==> config.mk <==
export PLATFORM = sky130hd
export DESIGN_NAME = fmm_update
export DESIGN_NICKNAME = d
export VERILOG_FILES = /design/src/rtl/fmm_pkg.sv /design/src/rtl/fmm_update.sv
export SDC_FILE = /design/constraint.sdc
export NUM_CORES = 1
export LEC_CHECK = 0
export BUFFER_PORTS_ARGS = -buffer_cell sky130_fd_sc_hd__buf_4
export CORE_ASPECT_RATIO = 2
export CORE_MARGIN = 4
export CORE_UTILIZATION = 42
export DETAILED_ROUTE_END_ITERATION = 12
export GPL_TIMING_DRIVEN = 0
export PLACE_DENSITY_LB_ADDON = 0.05
export SYNTH_ARGS = -nofsm -noshare
export SYNTH_HDL_FRONTEND = slang
export SYNTH_SLANG_ARGS = --single-unit
==> constraint.sdc <==
create_clock -name vclk -period 1.2
set_input_delay 0.06 -clock vclk [all_inputs]
set_output_delay 0.06 -clock vclk [all_outputs]
set_load 0.01 [all_outputs]
==> src/rtl/fmm_pkg.sv <==
// Package of the faulty memory model: sizes, codes and the update struct.
package fmm_pkg;

    localparam int WORDS     = 1024;
    localparam int WORD_BITS = 8;
    localparam int ADDR_W    = $clog2(WORDS);
    localparam int FC_W      = 4;
    localparam int FAULT_W   = WORD_BITS * FC_W;

    // Port widths of the transaction fields
    localparam int FUNC_PW  = 2;
    localparam int ADDR_PW  = 10;
    localparam int DATA_PW  = 8;
    localparam int BIT_PW   = 3;

    localparam logic [FUNC_PW-1:0] FUNC_READ      = 2'd0;
    localparam logic [FUNC_PW-1:0] FUNC_WRITE     = 2'd1;
    localparam logic [FUNC_PW-1:0] FUNC_SET_FAULT = 2'd2;

    localparam logic [FC_W-1:0] FC_NONE    = 4'd0;
    localparam logic [FC_W-1:0] FC_SA0     = 4'd1;
    localparam logic [FC_W-1:0] FC_SA1     = 4'd2;
    localparam logic [FC_W-1:0] FC_TF_UP   = 4'd3;
    localparam logic [FC_W-1:0] FC_TF_DOWN = 4'd4;
    localparam logic [FC_W-1:0] FC_RDF0    = 4'd5;
    localparam logic [FC_W-1:0] FC_RDF1    = 4'd6;
    localparam logic [FC_W-1:0] FC_IRF0    = 4'd7;
    localparam logic [FC_W-1:0] FC_IRF1    = 4'd8;
    localparam logic [FC_W-1:0] FC_DRDF0   = 4'd9;
    localparam logic [FC_W-1:0] FC_DRDF1   = 4'd10;

    typedef struct packed {
        logic                 data_we;
        logic [WORD_BITS-1:0] data_wdata;
        logic                 fault_we;
        logic [FAULT_W-1:0]   fault_wdata;
        logic                 rd_valid;
        logic [WORD_BITS-1:0] rd_word;
    } t_upd;

endpackage

==> src/rtl/fmm_update.sv <==
// Per-cell fault evaluation: next stored word, next fault word and read result.
module fmm_update (
    input  logic                         i_active,
    input  logic                         i_inside,
    input  logic [fmm_pkg::FUNC_PW-1:0]  i_func,
    input  logic [fmm_pkg::WORD_BITS-1:0] i_wdata,
    input  logic [fmm_pkg::BIT_PW-1:0]   i_bit,
    input  logic [fmm_pkg::FC_W-1:0]     i_code,
    input  logic [fmm_pkg::WORD_BITS-1:0] i_stored,
    input  logic [fmm_pkg::FAULT_W-1:0]  i_faults,
    output fmm_pkg::t_upd                o_upd
);

    logic [fmm_pkg::WORD_BITS-1:0] rd_store;
    logic [fmm_pkg::WORD_BITS-1:0] rd_out;
    logic [fmm_pkg::WORD_BITS-1:0] wr_store;
    logic [fmm_pkg::FAULT_W-1:0]   new_faults;
    logic                          bit_ok;

    // Read and write effects, each cell on its own
    always_comb begin
        logic [fmm_pkg::FC_W-1:0] c;
        logic                     s;
        rd_store = i_stored;
        rd_out   = i_stored;
        wr_store = i_wdata;
        for (int i = 0; i < fmm_pkg::WORD_BITS; i++) begin
            c = i_faults[i*fmm_pkg::FC_W +: fmm_pkg::FC_W];
            s = i_stored[i];
            unique case (c)
                fmm_pkg::FC_SA0:   rd_out[i] = 1'b0;
                fmm_pkg::FC_SA1:   rd_out[i] = 1'b1;
                fmm_pkg::FC_RDF0: begin
                    rd_out[i]   = 1'b1;
                    rd_store[i] = 1'b1;
                end
                fmm_pkg::FC_RDF1: begin
                    rd_out[i]   = 1'b0;
                    rd_store[i] = 1'b0;
                end
                fmm_pkg::FC_IRF0:  rd_out[i] = 1'b1;
                fmm_pkg::FC_IRF1:  rd_out[i] = 1'b0;
                fmm_pkg::FC_DRDF0: rd_store[i] = 1'b1;
                fmm_pkg::FC_DRDF1: rd_store[i] = 1'b0;
                default:           rd_out[i] = s;
            endcase
            unique case (c)
                fmm_pkg::FC_TF_UP, fmm_pkg::FC_RDF1:   wr_store[i] = 1'b0;
                fmm_pkg::FC_TF_DOWN, fmm_pkg::FC_RDF0: wr_store[i] = 1'b1;
                default:                               wr_store[i] = i_wdata[i];
            endcase
        end
    end

    // Replace one cell's fault code
    assign bit_ok = 32'(i_bit) < fmm_pkg::WORD_BITS;

    always_comb begin
        new_faults = i_faults;
        for (int i = 0; i < fmm_pkg::WORD_BITS; i++) begin
            if (32'(i_bit) == i) begin
                new_faults[i*fmm_pkg::FC_W +: fmm_pkg::FC_W] = i_code;
            end
        end
    end

    always_comb begin
        o_upd             = '0;
        o_upd.fault_wdata = new_faults;
        o_upd.data_wdata  = wr_store;
        unique case (i_func)
            fmm_pkg::FUNC_READ: begin
                o_upd.rd_valid   = i_active;
                o_upd.rd_word    = i_inside ? rd_out : '0;
                o_upd.data_we    = i_active && i_inside;
                o_upd.data_wdata = rd_store;
            end
            fmm_pkg::FUNC_WRITE: begin
                o_upd.data_we = i_active && i_inside;
            end
            fmm_pkg::FUNC_SET_FAULT: begin
                o_upd.fault_we = i_active && i_inside && bit_ok;
            end
            default: begin
                o_upd.rd_valid = 1'b0;
            end
        endcase
    end

endmodule

### Word-level counts from Yosys, hierarchy flattened

Index checks and enable logic that the tools add are counted.

* bits in registers: 0
* input bits: 59
* output and inout bits: 51
* logic and storage cells: 179

* equality and inequality tests: 89
* muxes and demuxes: 38
* reduce and logical (&&, ||, !) cells: 52

Operators with widths (number)
* 4-bit by 3-bit equality test with 1-bit output, second input constant: 32
* 4-bit equality test, second input constant: 24
* 2-bit OR reduction: 33
* 4-bit by 2-bit equality test with 1-bit output, second input constant: 16
* 1-bit one-hot mux with 2 select lines: 24
* 3-bit OR reduction: 16
* 4-bit by 1-bit equality test with 1-bit output, second input constant: 8
* 4-bit 2-to-1 mux: 8
* 8-bit 2-to-1 mux: 3
* 3-bit equality test, second input constant: 4
* 3-bit by 2-bit equality test with 1-bit output, second input constant: 2
* 3-bit by 1-bit equality test with 1-bit output, second input constant: 1
* 3-bit zero test: 1
* 1-bit 2-to-1 mux: 3
* 2-bit by 1-bit equality test with 1-bit output, second input constant: 1
* 2-bit equality test, second input constant: 1
* 2-bit zero test: 1
* 1-bit logical AND: 1

### Logic depth before layout (Yosys ltp)

Gate-level depths: netlist (run 1).

* depth after elaboration: 5
* gate-level depth with buffers: 5
* gate-level depth less buffers: 4

### Worst setup path before layout (run 1)

Ideal clock, no wire load.

* kind: input -> output
* start point: input port i_bit[0] (netlist name)
* end point: output port o_upd[10] (netlist name)
* arrival: 0.883 ns
* data required time: 1.140 ns
* slack: 0.257 ns
* stages on the path: 2
* path buffers: 0
* path through: nor3_1 -> mux2_2

RTL lines
* from (decl): line fmm_update.sv:7 `input logic [fmm_pkg::BIT_PW-1:0] i_bit,`
* to (decl): line fmm_update.sv:11 `output fmm_pkg::t_upd o_upd`

==> results of run 1 <==
cell usage in the layout (no fill, tap or decap), types with 7 or more instances in the layout:
cell type  count
xnor2_1        7
nor2_1        17
mux2i_1        7
nand2_1       25
a21oi_1        9
o21ai_0       33
o22ai_1        7
buf_4        108
o21bai_1       8
maj3_1         7
mux2_2        25
a211oi_1       8
o21ba_2        7
a22oi_1        7
inv_1         14
nor2b_1        7
area by class of cell:
type	count	area [um2]
Multi-Input combinational cell	193	1370
Inverter	14	52.55
Buffer	2	10.01
Fill cell	318	910.9
Tap cell	31	38.79
Timing Repair Buffer	108	810.8
per-layer routing:
| metal | part of all wire | vias to the layer above | track usage |
|---|---|---|---|
| met2 | 0.55 | 70 | 0.4405 |
| li1 | - | 987 | - |
| met3 | 0.074 | 4 | 0.03172 |
| met1 | 0.36 | 922 | 0.2381 |
| met4 | 0.0094 | 0 | 0.01716 |
| met5 | 0 | - | 0 |
synthesized netlist by cell type (2+ instances only):
cell type,count
nand3b_1,3
o21ai_0,33
mux2_2,25
clkbuf_1,2
a211oi_1,8
maj3_1,7
nor2b_1,7
o22ai_1,7
nand2_1,26
mux2i_1,7
o21ba_2,7
o21bai_1,8
xnor2_1,8
a21oi_1,9
nor2_1,17
nor3b_2,3
a22oi_1,7
inv_1,14
per-stage QoR:
stage | util | TNS (ns) | hold WS (ns) | worst slack (ns)
3_3_place_gp | 0.7026 | -2.407 | 0.3885 | -0.2294
3_5_place_dp | 0.7026 | -2.567 | 0.3889 | -0.2460
4_1_cts | 0.7053 | 0 | 0.4064 | 0.02978
6_report | 0.7147 | 0 | 0.4082 | 0.04250
2_1_floorplan | - | 0 | 0.1675 | 0.2568
5_1_grt | 0.7147 | -0.01111 | 0.4194 | -0.007088
path summary, 6_finish.rpt:
path                   from   endpoint  slack [ns]  depth (start not counted)
setup / recovery   i_bit[2]  o_upd[26]        0.04                          4
hold / removal    i_func[0]  o_upd[41]        0.41                          3
cells by family after synthesis:
kind of cell / synth area share
and+or+nand+nor: 0.2208
muxes: 0.2522
adders and majority gates: 0.05027
xor gates and xnor gates: 0.05656
AOI/OAI and AO/OA: 0.3734
buffers and inverters: 0.04668
power groups by stage:
stage	logic (W)	registers (W)	clock network, W
final	0.000913	0	0
after global routing	0.000999	0	0
after CTS	0.000904	0	0
after detailed placement	0.000896	0	0
after global placement	0.000887	0	0
after floorplan	0.000412	0	0
==> flow_summary.toml, run 1 <==
[layout]
area.growth.synth_to_final_pct = 63.73
finalNetCount = 378
seq_area_um2 = 0
final_cell_area_mm2 = 0.002282
n_antenna_cell = 0
num-clock-buffers = 0
layout-drive-gt1-share = 0.4732
seq_cells = 0
layout.cells.non_filler = 348

[placed_design]
port_buffers = 108
placed_area_mm2 = 0.002243
placed_cells = 349
gpl.final_weighted_congestion = 0.7939
dpl.hpwl_um = 4147

[power]
net-switching-power_w = 0.0004277
combinationalPowerShare = 1.000
sequentialPowerShare = 0
leakage_nw = 1.060
worst_ir_drop_vdd_v = 0.0002429
clkPwrFrac = 0
power_report.internal_total_w = 0.0004853
power.total_w = 0.0009130
power.density_cell_area_mw_per_mm2 = 400.0
power.switching_fraction = 0.4684

[global_route]
grtUsageTotal = 0.2164
globalRoute.totalOverflow = 0
first_global_vias = 1833
wire_length_of_the_first_global_routing_pass_um = 8079
antenna_found_initial = 0
grt_max_degree = 11

[worst_setup_path]
worstPathArrival_ns = 1.10
critical-path-max-stage-delay_ns = 0.39
critical-path-slowest-cell = "mux2_2"
cp_cell_sequence = "buf_4 > nor3b_2 > mux2_2 > buf_4"
worst_path_most_repeated_cell = "buf_4"
critical_path_buf_inv_count = 2
end_kind = "primary output"
timing.critical_path.from_type = "primary input"
criticalPathCategory = "in -> out"
crit_fanout = 8
critPathTopFamily = "multiplexers"
cp.required_ns = 1.14

[clock_tree]
ctsResizeCount = 3
hold_buf_count_cts = 0
postCtsSetupBuffers = 0

[timing]
tightest_pin_transition_ns = 0.3412
grt_setup_unrepaired = "yes"
slew_headroom = 0.7716
timing_max_transition_violations_final = 0
fmax_mhz = 863.9
finalCriticalPeriod_ns = 1.158
post-route-period-util = 0.9646
hold_viol_final = 0
setup_viol_count_final = 0

[detailed_routing]
post_dr_vias_cell = 5.698
wirelength_um = 5084
drt-initial-drc-count = 37
first_pass_iters = 4
post_detailed_route_drc_marker_count = 0
via_count = 1983
route.antenna.remaining_nets = 0
routed_wire_length_per_instance_um = 14.61

[yosys]
synth_cell_type_count = 30
synth_top_cells_by_area = "mux2_2 (20%), o21ai_0 (12%), nand2_1 (7.0%)"
netlist.top_cell.by_area = "mux2_2"
synth_area_mm2 = 0.001394
syn-instance-count = 210
yosys_warnings = 0
synthesis.nets = 269
post_synth.cell_area_avg_um2 = 6.637
seq_area_frac_synth = 0
synthDominantCellAreaShare = 0.2020

[floorplanning]
core_region_area_mm2 = 0.003193
ioPinCount = 110
dieWidth_um = 48.74
rows = 29
dieArea_mm2 = 0.004360
dieHeight_um = 89.47
initial_utilization = 0.4365

[status]
outcome = "finished clean"

[flow_run]
max_cap_viol_count = 0

[min_path]
holdCritPathClass = "in -> out"
Note: power is estimated with default switching activity, not from simulation.
==> inputs of run 2 (changes only) <==
--- a/config.mk
+++ b/config.mk
@@ -11,7 +11,7 @@
 export CORE_UTILIZATION = 42
 export DETAILED_ROUTE_END_ITERATION = 12
 export GPL_TIMING_DRIVEN = 0
-export PLACE_DENSITY_LB_ADDON = 0.05
+export PLACE_DENSITY = 0.85
 export SYNTH_ARGS = -nofsm -noshare
 export SYNTH_HDL_FRONTEND = slang
 export SYNTH_SLANG_ARGS = --single-unit
==> flow_summary.toml, run 2 (same netlist as run 1, synthesis figures left out) <==
[status]
outcome = "finished clean"

[detailed_routing]
post_dr_vias_cell = 5.810
route.antenna.remaining_nets = 0
via_count = 2022
post_detailed_route_drc_marker_count = 0
routed_wire_length_per_instance_um = 15.36
wirelength_um = 5344
first_pass_iters = 5
drt-initial-drc-count = 34

[floorplanning]
dieHeight_um = 89.47
initial_utilization = 0.4365
ioPinCount = 110
core_region_area_mm2 = 0.003193
dieWidth_um = 48.74
rows = 29
dieArea_mm2 = 0.004360

[placed_design]
dpl.hpwl_um = 4378
place_worst_setup_slack_ns = -0.2179
gpl.final_weighted_congestion = 0.8112
port_buffers = 108

[worst_setup_path]
worstPathArrival_ns = 1.12
criticalPathCategory = "in -> out"
timing.critical_path.depth = 4
worst_path_most_repeated_cell = "buf_4"
cp.required_ns = 1.14
timing.critical_path.from_type = "primary input"
critical-path-max-stage-delay_ns = 0.39
critPathTopFamily = "multiplexers"
cp_cell_sequence = "buf_4 > nor3b_2 > mux2_2 > buf_4"
critical-path-slowest-cell = "mux2_2"
crit_fanout = 8
end_kind = "primary output"
critical_path_buf_inv_count = 2

[layout]
area.growth.synth_to_final_pct = 64.45
seq_area_um2 = 0
leading_cell_type_in_the_layout_fill_and_taps_excluded = "buf_4"
most-common-layout-cells = "buf_4 (108), o21ai_0 (33), nand2_1 (25), mux2_2 (25), nor2_1 (17)"
multi_input_comb_area_mm2 = 0.001380
final_util = 0.7179
layout-drive-gt1-share = 0.4858
finalNetCount = 378
n_antenna_cell = 0
num-clock-buffers = 0
fillerInstances = 293
seq_cells = 0

[flow_run]
max_cap_viol_count = 0

[timing]
slew_headroom = 0.7402
finalCriticalPeriod_ns = 1.175
setup_tns_ns = 0
grt_setup_unrepaired = "yes"
timing_max_transition_violations_final = 0
fmax_mhz = 850.8
layout_setup_ws_ns = 0.02458
hold_viol_final = 0
setup_viol_count_final = 0
tightest_pin_transition_ns = 0.3880
post-route-period-util = 0.9795

[clock_tree]
postCtsSetupBuffers = 0
hold_buf_count_cts = 0

[power]
leakage_nw = 1.063
worst_ir_drop_vdd_v = 0.0002509
power.density_cell_area_mw_per_mm2 = 402.7

[global_route]
globalRoute.totalOverflow = 0
wire_length_of_the_first_global_routing_pass_um = 8597
grt_max_degree = 11
grtUsageTotal = 0.2293
antenna_found_initial = 0
first_global_vias = 1923

[min_path]
holdCritPathClass = "in -> out"
whs_path_depth = 3
## run 2: power breakdown
group	total [W]	internal (W)	switching, W	leakage, nW
registers	0	0	0	0
logic	0.000923	0.000487	0.000436	1.06
clock network	0	0	0	0
total	0.000923	0.000487	0.000436	1.06
## run 2: repair_timing
item                                    4_1_cts  5_1_grt
cloned                                        0        0
resized for setup                             4        8
pin swaps                                     0        0
endpoints found under the setup margin       18       15
## run 2: per-stage QoR
stage               hold WS, ns  area (um2)  instances  total power (W)
detailed placement       0.3913        2243        349        0.0009014
global route             0.4310        2292        348         0.001009
global placement         0.3881        2243        349        0.0008845
CTS                      0.4070        2257        348        0.0009098
finish                   0.4094        2292        348        0.0009230
floorplan                0.1675        1394        210        0.0004117
## run 2: cell type report
class / instances / area share
Buffer: 2 / 0.004367
Timing Repair Buffer: 108 / 0.3537
Inverter: 14 / 0.02293
Multi-Input combinational cell: 193 / 0.6021
Tap cell: 31 / 0.01692
## run 2: path summary, 6_finish.rpt
path | endpoint | start
worst max-delay path | o_upd[20] | i_bit[0]
worst min-delay path | o_upd[41] | i_func[0]
## run 2: per-layer routing
| metal | vias to the layer above | global-route usage | part of all wire |
|---|---|---|---|
| met1 | 955 | 0.2331 | 0.33 |
| li1 | 985 | - | - |
| met5 | - | 0 | 0 |
| met2 | 70 | 0.4786 | 0.59 |
| met3 | 12 | 0.02671 | 0.051 |
| met4 | 0 | 0.05147 | 0.020 |
==> inputs of run 3 (changes only) <==
--- a/config.mk
+++ b/config.mk
@@ -12,6 +12,7 @@
 export DETAILED_ROUTE_END_ITERATION = 12
 export GPL_TIMING_DRIVEN = 0
 export PLACE_DENSITY = 0.85
+export RECOVER_POWER = 100
 export SYNTH_ARGS = -nofsm -noshare
 export SYNTH_HDL_FRONTEND = slang
 export SYNTH_SLANG_ARGS = --single-unit
==> flow_summary.toml, run 3 (same netlist as run 1, synthesis figures left out) <==
[power]
clkPwrFrac = 0
net-switching-power_w = 0.0004313
leakage_nw = 0.9324
power.density_cell_area_mw_per_mm2 = 397.1
sequentialPowerShare = 0
worst_ir_drop_vdd_v = 0.0002503
power.switching_fraction = 0.5029
power_report.internal_total_w = 0.0004263
combinationalPowerShare = 1.000

[detailed_routing]
post_detailed_route_drc_marker_count = 0
routed_wire_length_per_instance_um = 15.27
drt-initial-drc-count = 27
wirelength_um = 5315
via_count = 2004
route.antenna.remaining_nets = 0
first_pass_iters = 4
post_dr_vias_cell = 5.759

[timing]
hold_viol_final = 0
tightest_pin_transition_ns = 0.3905
grt_setup_unrepaired = "yes"
setup_viol_count_final = 0
finalCriticalPeriod_ns = 1.175
fin_worst_hold_slack_ns = 0.3965
fmax_mhz = 851.2
slew_headroom = 0.7385
timing_max_transition_violations_final = 0
post-route-period-util = 0.9790

[worst_setup_path]
critical-path-slowest-cell = "nor3b_2"
cp_cell_sequence = "buf_4 > nor3b_2 > mux2_2 > buf_4"
worstPathArrival_ns = 1.11
end_kind = "primary output"
crit_fanout = 8
critPathTopFamily = "simple AND/OR/NAND/NOR gates"
timing.critical_path.from_type = "primary input"
criticalPathCategory = "in -> out"
critical_path_buf_inv_count = 2
worst_path_most_repeated_cell = "buf_4"
critical-path-max-stage-delay_ns = 0.38
cp.required_ns = 1.14

[layout]
seq_area_um2 = 0
n_antenna_cell = 0
layout-drive-gt1-share = 0.3722
seq_cells = 0
leading_cell_type_in_the_layout_fill_and_taps_excluded = "buf_4"
multi_input_comb_area_mm2 = 0.001375
final_util = 0.6763
finalNetCount = 378
fillerInstances = 328
num-clock-buffers = 0
most-common-layout-cells = "buf_4 (71), clkbuf_1 (34), o21ai_0 (33)"
area.growth.synth_to_final_pct = 54.94
layout.cells.non_filler = 348

[floorplanning]
core_region_area_mm2 = 0.003193
dieArea_mm2 = 0.004360
initial_utilization = 0.4365
rows = 29
dieHeight_um = 89.47
ioPinCount = 110
dieWidth_um = 48.74

[global_route]
met2_usage = 0.4786
grt_max_degree = 11
antenna_found_initial = 0
wire_length_of_the_first_global_routing_pass_um = 8597
use_met1 = 0.2331
first_global_vias = 1923
grtUsageTotal = 0.2293
grt_busiest_layer = "met2"
globalRoute.totalOverflow = 0
global_route.usage.met3 = 0.02671

[placed_design]
port_buffers = 108
placed_cells = 349
gpl.final_weighted_congestion = 0.8112
dpl.hpwl_um = 4378

[clock_tree]
ctsResizeCount = 4
hold_buf_count_cts = 0
postCtsSetupBuffers = 0

[min_path]
holdCritPathClass = "in -> out"

[status]
outcome = "finished clean"

[flow_run]
max_cap_viol_count = 0
[run 3: changes by cell type in the layout (fill, tap and decap cells not counted)]
| cell | previous run | this run |
|---|---|---|
| clkbuf_2 | 1 | 2 |
| a211oi_1 | 5 | 6 |
| clkbuf_4 | 0 | 3 |
| buf_4 | 108 | 71 |
| mux2_2 | 25 | 24 |
| a211oi_2 | 3 | 2 |
| buf_2 | 1 | 0 |
| clkbuf_1 | 0 | 34 |
| mux2_1 | 0 | 1 |
[run 3: worst paths after layout]
kind,start,to,slack (ns),cells past startpoint
hold / removal,i_func[1],o_upd[50],0.40,3
setup / recovery,i_bit[0],o_upd[26],0.03,4
[run 3: power by group through the flow]
stage | Clock, W | Sequential, W | Combinational (W)
floorplan | 0 | 0 | 0.000412
global route | 0 | 0 | 0.000944
CTS | 0 | 0 | 0.000910
detailed placement | 0 | 0 | 0.000901
finish | 0 | 0 | 0.000858
global placement | 0 | 0 | 0.000884
[run 3: per-layer routing]
metal	wire length, um	up-vias	share of wire
li1	-	984	-
met1	1777	942	0.33
met2	3180	70	0.60
met3	278	8	0.052
met4	79	0	0.015
met5	0	-	0
[run 3: final cells by class]
type | instances | area share
tap | 31 | 0.01796
multi-input combinational | 193 | 0.6367
timing repair buffer | 108 | 0.3163
inverter | 14 | 0.02433
buffer | 2 | 0.004635
[run 3: through the flow]
step | setup slack [ns] | cell area, um2 | TNS (ns) | total power, W
after global routing | -0.03915 | 2160 | -0.1873 | 0.0009440
final | 0.02524 | 2160 | 0 | 0.0008576
after global placement | -0.2244 | 2243 | -2.408 | 0.0008845
after detailed placement | -0.2179 | 2243 | -2.364 | 0.0009014
after floorplan | 0.2568 | 1394 | 0 | 0.0004117
after CTS | 0.01997 | 2257 | 0 | 0.0009098
